### src/rtl/ltbq_pkg.sv
// package: shared constants and item types of the log time-bucket queue index core
`timescale 1ns / 1ps
`default_nettype none

package ltbq_pkg;

    // default geometry
    localparam int BUCKETS_PER_GROUP = 8;
    localparam int BUCKET_GROUPS     = 4;
    localparam int TIME_WIDTH        = 32;

    // fixed field widths
    localparam int ID_W = 5;
    localparam int TS_W = 32;

    // operation codes
    localparam logic OP_LOOKUP = 1'b0;
    localparam logic OP_TICK   = 1'b1;

    typedef struct packed {
        logic            operation;
        logic [TS_W-1:0] time_slice;
    } t_in_item;

    typedef struct packed {
        logic [ID_W-1:0] bucket_index;
        logic            out_of_range;
        logic [ID_W-1:0] physical_bucket;
        logic            shifted;
        logic [ID_W-1:0] recycled_bucket;
        logic [ID_W-1:0] merge_into_bucket;
    } t_out_item;

endpackage

`default_nettype wire

### src/rtl/ltbq_lookup.sv
// time slice to logical bucket position, one combinational pass
`timescale 1ns / 1ps
`default_nettype none

module ltbq_lookup #(
    parameter int BUCKETS_PER_GROUP = ltbq_pkg::BUCKETS_PER_GROUP,
    parameter int BUCKET_GROUPS     = ltbq_pkg::BUCKET_GROUPS,
    parameter int TIME_WIDTH        = ltbq_pkg::TIME_WIDTH
) (
    input  wire logic [TIME_WIDTH-1:0] i_ts,
    input  wire logic [TIME_WIDTH-1:0] i_base,
    output logic      [$clog2(BUCKETS_PER_GROUP*BUCKET_GROUPS > 1 ?
                              BUCKETS_PER_GROUP*BUCKET_GROUPS : 2)-1:0] o_idx,
    output logic                       o_out_of_range
);

    localparam int NUM = BUCKETS_PER_GROUP * BUCKET_GROUPS;
    localparam int NW  = $clog2(NUM > 1 ? NUM : 2);
    localparam int LIM = ((1 << BUCKET_GROUPS) - 1) * BUCKETS_PER_GROUP;
    localparam int LW  = $clog2(LIM + 1);

    logic [TIME_WIDTH-1:0] delta;
    logic [LW-1:0]         d_low;
    logic                  at_or_before;
    logic [NW-1:0]         idx;

    assign delta        = i_ts - i_base;
    assign d_low        = delta[LW-1:0];
    assign at_or_before = (i_ts <= i_base);

    // delta at or above the span of all groups
    assign o_out_of_range = !at_or_before && (delta >= TIME_WIDTH'(LIM));

    // group g covers delta in [(2^g-1)*B, (2^(g+1)-1)*B), one compare pair per group
    always_comb begin
        logic [LW-1:0] lo;
        logic [LW-1:0] hi;
        logic [LW-1:0] off;
        idx = '0;
        lo  = '0;
        hi  = '0;
        off = '0;
        for (int g = 0; g < BUCKET_GROUPS; g++) begin
            lo = LW'(((1 << g) - 1) * BUCKETS_PER_GROUP);
            hi = LW'(((2 << g) - 1) * BUCKETS_PER_GROUP);
            if (d_low >= lo && d_low < hi) begin
                off = (d_low - lo) >> g;
                idx = idx | (NW'(g * BUCKETS_PER_GROUP) + NW'(off));
            end
        end
    end

    assign o_idx = (at_or_before || o_out_of_range) ? '0 : idx;

endmodule

`default_nettype wire

### src/rtl/ltbq_map.sv
// position map registers with read port and group-wise shift
`timescale 1ns / 1ps
`default_nettype none

module ltbq_map #(
    parameter int BUCKETS_PER_GROUP = ltbq_pkg::BUCKETS_PER_GROUP,
    parameter int BUCKET_GROUPS     = ltbq_pkg::BUCKET_GROUPS
) (
    input  wire logic                         i_clk,
    input  wire logic                         i_rst_n,
    input  wire logic                         i_shift,
    input  wire logic [BUCKET_GROUPS-1:0]     i_next_low,
    input  wire logic [$clog2(BUCKETS_PER_GROUP*BUCKET_GROUPS > 1 ?
                              BUCKETS_PER_GROUP*BUCKET_GROUPS : 2)-1:0] i_rd_idx,
    output logic      [ltbq_pkg::ID_W-1:0]    o_rd_id,
    output logic      [ltbq_pkg::ID_W-1:0]    o_head_id,
    output logic      [ltbq_pkg::ID_W-1:0]    o_second_id
);

    localparam int NUM    = BUCKETS_PER_GROUP * BUCKET_GROUPS;
    localparam int SECOND = (NUM > 1) ? 1 : 0;

    logic [ltbq_pkg::ID_W-1:0] r_map [NUM];
    logic [ltbq_pkg::ID_W-1:0] n_map [NUM];
    logic [BUCKET_GROUPS-1:0]  grp_en;

    // group g shifts when the new base is a multiple of 2^g
    always_comb begin
        grp_en[0] = 1'b1;
        for (int g = 1; g < BUCKET_GROUPS; g++) begin
            grp_en[g] = grp_en[g-1] & ~i_next_low[g-1];
        end
    end

    always_comb begin
        for (int i = 0; i < NUM; i++) begin
            n_map[i] = r_map[i];
            if (i_shift && grp_en[i / BUCKETS_PER_GROUP]) begin
                // top of the last shifting group takes the recycled id
                if ((i % BUCKETS_PER_GROUP == BUCKETS_PER_GROUP - 1) &&
                    ((i / BUCKETS_PER_GROUP == BUCKET_GROUPS - 1) ||
                     i_next_low[i / BUCKETS_PER_GROUP])) begin
                    n_map[i] = r_map[0];
                end else begin
                    n_map[i] = r_map[(i + 1 < NUM) ? i + 1 : i];
                end
            end
        end
    end

    always_ff @(posedge i_clk) begin
        for (int i = 0; i < NUM; i++) begin
            if (!i_rst_n) begin
                r_map[i] <= ltbq_pkg::ID_W'(i);
            end else begin
                r_map[i] <= n_map[i];
            end
        end
    end

    assign o_rd_id     = r_map[i_rd_idx];
    assign o_head_id   = r_map[0];
    assign o_second_id = r_map[SECOND];

endmodule

`default_nettype wire

### src/rtl/log_time_bucket_queue_index_core.sv
// top level of the log time-bucket queue index core
`timescale 1ns / 1ps
`default_nettype none

// Index core of a logarithmic time-bucket queue. Logical buckets form
// BUCKET_GROUPS groups of BUCKETS_PER_GROUP buckets; buckets of group g are
// 2^g time slices wide and start just after the base time slice. A lookup
// item returns the logical position of a time slice and the physical bucket
// id mapped there; a tick item advances the base by one slice when due and
// rotates the position map, reporting the recycled and merge-target ids.
// Rate: one item per clock, busy never rises, so start may be held high.
// Each item is held in the input register, passes once through the lookup
// and map logic and is then caught in the result register, which drives
// o_valid. The state update lands with the result register, so the next item
// already sees it. Results must be taken in the cycle o_valid is high: there
// is no back-pressure on the result side.
module log_time_bucket_queue_index_core #(
    parameter int BUCKETS_PER_GROUP = ltbq_pkg::BUCKETS_PER_GROUP,
    parameter int BUCKET_GROUPS     = ltbq_pkg::BUCKET_GROUPS,
    parameter int TIME_WIDTH        = ltbq_pkg::TIME_WIDTH
) (
    input  wire logic               i_clk,
    input  wire logic               i_rst_n,
    input  wire logic               start,
    output logic                    busy,
    input  wire ltbq_pkg::t_in_item i_item,
    output logic                    o_valid,
    output ltbq_pkg::t_out_item     o_result
);

    localparam int NUM = BUCKETS_PER_GROUP * BUCKETS_PER_GROUP / BUCKETS_PER_GROUP
                         * BUCKET_GROUPS;
    localparam int NW  = $clog2(NUM > 1 ? NUM : 2);
    localparam int CW  = (TIME_WIDTH < ltbq_pkg::TS_W) ? TIME_WIDTH : ltbq_pkg::TS_W;

    // input register
    logic                r_in_vld;
    ltbq_pkg::t_in_item  r_in;

    // state and result register
    logic [TIME_WIDTH-1:0] r_base;
    logic [TIME_WIDTH-1:0] n_base;
    logic                  r_out_vld;
    ltbq_pkg::t_out_item   r_out;
    ltbq_pkg::t_out_item   n_out;

    logic [TIME_WIDTH-1:0]     ts;
    logic [TIME_WIDTH-1:0]     next_base;
    logic                      is_tick;
    logic                      tick_due;
    logic [NW-1:0]             lk_idx;
    logic                      lk_oor;
    logic [ltbq_pkg::ID_W-1:0] rd_id;
    logic [ltbq_pkg::ID_W-1:0] head_id;
    logic [ltbq_pkg::ID_W-1:0] second_id;

    // nothing ever holds the input off
    assign busy = 1'b0;

    always_ff @(posedge i_clk) begin
        if (!i_rst_n) begin
            r_in_vld <= 1'b0;
        end else begin
            r_in_vld <= start && !busy;
        end
        if (start && !busy) begin
            r_in <= i_item;
        end
    end

    // time is taken modulo 2^TIME_WIDTH
    assign ts        = TIME_WIDTH'(r_in.time_slice[CW-1:0]);
    assign next_base = r_base + 1'b1;
    assign is_tick   = (r_in.operation == ltbq_pkg::OP_TICK);

    // a base of all ones never advances
    assign tick_due = r_in_vld && is_tick && (r_base != '1) && (next_base <= ts);

    ltbq_lookup #(
        .BUCKETS_PER_GROUP (BUCKETS_PER_GROUP),
        .BUCKET_GROUPS     (BUCKET_GROUPS),
        .TIME_WIDTH        (TIME_WIDTH)
    ) u_lookup (
        .i_ts           (ts),
        .i_base         (r_base),
        .o_idx          (lk_idx),
        .o_out_of_range (lk_oor)
    );

    ltbq_map #(
        .BUCKETS_PER_GROUP (BUCKETS_PER_GROUP),
        .BUCKET_GROUPS     (BUCKET_GROUPS)
    ) u_map (
        .i_clk       (i_clk),
        .i_rst_n     (i_rst_n),
        .i_shift     (tick_due),
        .i_next_low  (next_base[BUCKET_GROUPS-1:0]),
        .i_rd_idx    (lk_idx),
        .o_rd_id     (rd_id),
        .o_head_id   (head_id),
        .o_second_id (second_id)
    );

    // result assembly: unused fields of each operation stay zero
    always_comb begin
        n_out  = '0;
        n_base = r_base;
        if (is_tick) begin
            if (tick_due) begin
                n_base                  = next_base;
                n_out.shifted           = 1'b1;
                n_out.recycled_bucket   = head_id;
                n_out.merge_into_bucket = second_id;
            end
        end else if (!lk_oor) begin
            n_out.bucket_index    = ltbq_pkg::ID_W'(lk_idx);
            n_out.physical_bucket = rd_id;
        end else begin
            n_out.out_of_range = 1'b1;
        end
    end

    always_ff @(posedge i_clk) begin
        if (!i_rst_n) begin
            r_out_vld <= 1'b0;
            r_base    <= '0;
        end else begin
            r_out_vld <= r_in_vld;
            r_base    <= n_base;
        end
        if (r_in_vld) begin
            r_out <= n_out;
        end
    end

    assign o_valid  = r_out_vld;
    assign o_result = r_out;

    // every registered item yields its result in the next cycle
    a_result_follows: assert property (@(posedge i_clk) disable iff (!i_rst_n)
        r_in_vld |=> o_valid)
        else $error("item in input register produced no result");

    // the base only ever steps by one slice
    a_base_step: assert property (@(posedge i_clk) disable iff (!i_rst_n)
        ($past(i_rst_n) && !$stable(r_base)) |-> (r_base == $past(r_base) + 1'b1))
        else $error("base time moved by other than one slice");

    // a shift is only reported for a tick item
    a_shift_on_tick: assert property (@(posedge i_clk) disable iff (!i_rst_n)
        (o_valid && o_result.shifted) |-> ($past(r_in.operation) == ltbq_pkg::OP_TICK))
        else $error("shift reported for a lookup item");

endmodule

`default_nettype wire

### config.mk
export PLATFORM = sky130hd
export DESIGN_NAME = log_time_bucket_queue_index_core
export DESIGN_NICKNAME = d
export VERILOG_FILES = /design/src/rtl/ltbq_pkg.sv /design/src/rtl/ltbq_lookup.sv /design/src/rtl/ltbq_map.sv /design/src/rtl/log_time_bucket_queue_index_core.sv
export SDC_FILE = /design/constraint.sdc
export NUM_CORES = 1
export LEC_CHECK = 0
export ABC_AREA = 1
export BUFFER_PORTS_ARGS = -buffer_cell sky130_fd_sc_hd__buf_4
export CORE_UTILIZATION = 55
export CTS_BUF_LIST = sky130_fd_sc_hd__clkbuf_2
export DETAILED_ROUTE_END_ITERATION = 10
export PLACE_DENSITY = 0.71
export SYNTH_ARGS = -nofsm -noshare
export SYNTH_HDL_FRONTEND = slang
export SYNTH_HIERARCHICAL = 1
export SYNTH_SLANG_ARGS = --single-unit
### constraint.sdc
create_clock -name i_clk -period 6.25 [get_ports i_clk]
set_clock_uncertainty 0.05 [all_clocks]
set_input_delay 0.3125 -clock i_clk [delete_from_list [all_inputs] [get_ports i_clk]]
set_output_delay 0.3125 -clock i_clk [all_outputs]
set_load 0.01 [all_outputs]
==> impl_metrics.py <==
metrics = {
    "run_status": {
        "status": "finished clean",
    },
    "synth": {
        "synth-seq-area-share_pct": 35.4,
        "yosys_most_used_dff": "dfxtp_1",
        "ys_ff_latch": 249,
        "syn_area_per_cell_um2": 6.52,
        "synthesis.nets": 2502,
        "ys.warnings.count": 6,
        "netlist_instances": 2397,
        "synth_area_leaders": "dfxtp_1 (25%), nand2_1 (19%), edfxtp_1 (11%), nand3_1 (8.3%), inv_1 (7.5%)",
        "synth.most_common_cell": "nand2_1",
        "synthesis.area_mm2": 0.0156,
        "synth_common_cells": "nand2_1 (779), inv_1 (313), nor2_1 (271)",
        "yosysTopAreaCellShare_pct": 24.8,
        "yosysUniqueCellTypes": 49,
        "synth_edf_count": 55,
        "yosysTopAreaCell": "dfxtp_1",
        "async_flop_share_pct": 0,
    },
    "final_layout": {
        "num-fill-cells": 2739,
        "fin_cells": 2900,
        "drive_gt1_share_pct": 9.92,
        "area_growth_pct": 9.27,
        "final_area_mm2": 0.0171,
        "layout.nets": 2581,
        "utilization_pct": 61.3,
    },
    "clocking": {
        "insertion_delay_ns": 0.87,
        "cts.root.buffer_cell": "clkbuf_2",
        "cts_sinks": 249,
        "cts_setup_buffers": 0,
        "numCtsBuffers": 70,
        "clkTransAtPathRegs_ns": 0.10,
        "cts_buffer_depth": 3,
        "h-tree-depth": 3,
        "cts_tree": "yes",
    },
    "placed_design": {
        "dpl.cell_count": 2747,
        "numPortBuffers": 58,
        "placed_area_mm2": 0.0161,
        "pre_cts_ws_ns": 1.15,
        "place_congestion": 0.951,
        "hpwl_um": 30300,
    },
    "timing": {
        "hold_ws_ns": 0.123,
        "rsz0062_at_grt": "false",
        "worst_pin_slew_ns": 1.19,
        "period_needed_ns": 5.34,
        "worst_slack_ns": 0.914,
        "finalCritPeriodShare_pct": 85.4,
        "setup_viol": 0,
        "slew_headroom_pct": 20.7,
        "final_hold_viol_count": 0,
        "max_freq_ghz": 0.187,
        "setup_tns_ns": 0,
        "drv_slew": 0,
    },
    "worst_setup_path": {
        "reg2reg_slack_ns": 0.91,
        "crit_type": "flip-flop to flip-flop",
        "arrival_ns": 5.96,
        "worstSetupEndpointType": "flip-flop",
        "worstPathRequired_ns": 6.87,
        "critPathTopFamily": "simple AND/OR/NAND/NOR gates",
        "slowest_delay_ns": 0.74,
        "path_common_cell": "nand2_1",
        "critPathMaxFanout": 81,
        "slowest_stage": "buf_4",
        "worstSetupStartpointType": "flip-flop",
        "critPathBufInv": 3,
    },
    "global_routing": {
        "grt_pass1_wl_um": 70000,
        "antenna_found_initial": 1,
        "grtUsageTotal_pct": 30.5,
        "overflow": 0,
        "grt_max_degree": 92,
        "grt_pass1_vias": 13600,
    },
    "power": {
        "p_leak_nw": 8.75,
        "p_total_mw": 3.76,
        "ir_worst_vdd_mv": 0.123,
        "cellPowerDensity_mw_per_mm2": 220,
    },
    "floorplanning": {
        "start_util_pct": 56.1,
        "fp.dieH_um": 171,
        "ioPinCount": 60,
        "row_count": 61,
        "die_x_um": 171,
        "core_area_mm2": 0.0279,
        "dieArea_mm2": 0.0291,
    },
    "detailed_routing": {
        "drcViolationCount": 0,
        "routed_wl_um": 44200,
        "dr.pass1.iters": 5,
        "avgViaCountPerCell": 5.32,
        "routedWlPerCell_um": 15.2,
        "detailedRoute.firstIterationViolations": 1661,
        "num_vias": 15400,
        "ant_nets": 0,
    },
    "min_path": {
        "hp-class": "input pin to flip-flop",
    },
    "run": {
        "cap_violations": 0,
    },
}
cells by family after synthesis:
| logic type | synth area share (%) |
|---|---|
| DFF | 35.4 |
| buffers and inverters | 11.2 |
| other | 0.0240 |
| and+or+nand+nor | 38.7 |
| xor gates and xnor gates | 2.11 |
| AOI/OAI and AO/OA | 7.04 |
| adders and majority gates | 5.57 |
flip-flops by register name (all words and copies together) (netlist names):
name,flops
o_result,22
r_base,32
u_map/r_map,160
ts,32
o_valid,1
r_in_vld,1
is_tick,1
routing by layer:
metal / vias up / track usage [%] / share of wire, %
li1: 7722 / - / -
met3: 80 / 7.06 / 9.7
met2: 612 / 44.2 / 42
met1: 7001 / 44.0 / 46
met5: - / 0 / 0
met4: 0 / 10.3 / 2.2
worst paths after layout:
path                                            to          startpoint  cells past startpoint
worst max register to register        o_result[12]           r_base[0]                     25
worst min-delay path                        ts[21]          i_item[21]                      2
worst min register to register  u_map/r_map[24][3]  u_map/r_map[25][3]                      2
worst max-delay path                  o_result[12]           r_base[0]                     25
timing repair:
action / 4_1_cts / 5_1_grt
hold endpoints to repair: 83 / 0
gates resized for setup: 0 / 0
hold buffers: 35 / 0
cells in the final DEF, fill, tap and decap left out, types with 35 or more instances in the layout:
| master | synthesis | layout |
|---|---|---|
| nand2_1 | 779 | 779 |
| inv_1 | 313 | 313 |
| nor2_1 | 271 | 268 |
| nand3_1 | 258 | 258 |
| dfxtp_1 | 194 | 194 |
| o21ai_0 | 97 | 97 |
| clkbuf_2 | 2 | 97 |
| a21oi_1 | 84 | 84 |
| buf_4 | 12 | 70 |
| ha_1 | 68 | 68 |
| edfxtp_1 | 55 | 55 |
| dlygate4sd3_1 | 0 | 35 |
power by group:
part           internal [mW]  total, mW  switching [mW]
Combinational          0.283      0.812           0.529
Clock                  0.462       1.18           0.716
Sequential              1.71       1.77          0.0670
layout make-up:
| cell class | count | area, µm² | share of cell area, % |
|---|---|---|---|
| multi-input cells | 1727 | 8360 | 49.0 |
| flip-flops and latches | 249 | 5540 | 32.4 |
| inverters | 323 | 1220 | 7.13 |
| repair buffers | 105 | 876 | 5.13 |
| clock buffers | 97 | 485 | 2.84 |
| well taps | 378 | 473 | 2.77 |
| clock inverters | 20 | 125 | 0.733 |
| diodes | 1 | 2.50 | 0.0147 |
No activity file was read; power rests on OpenSTA's default activity.
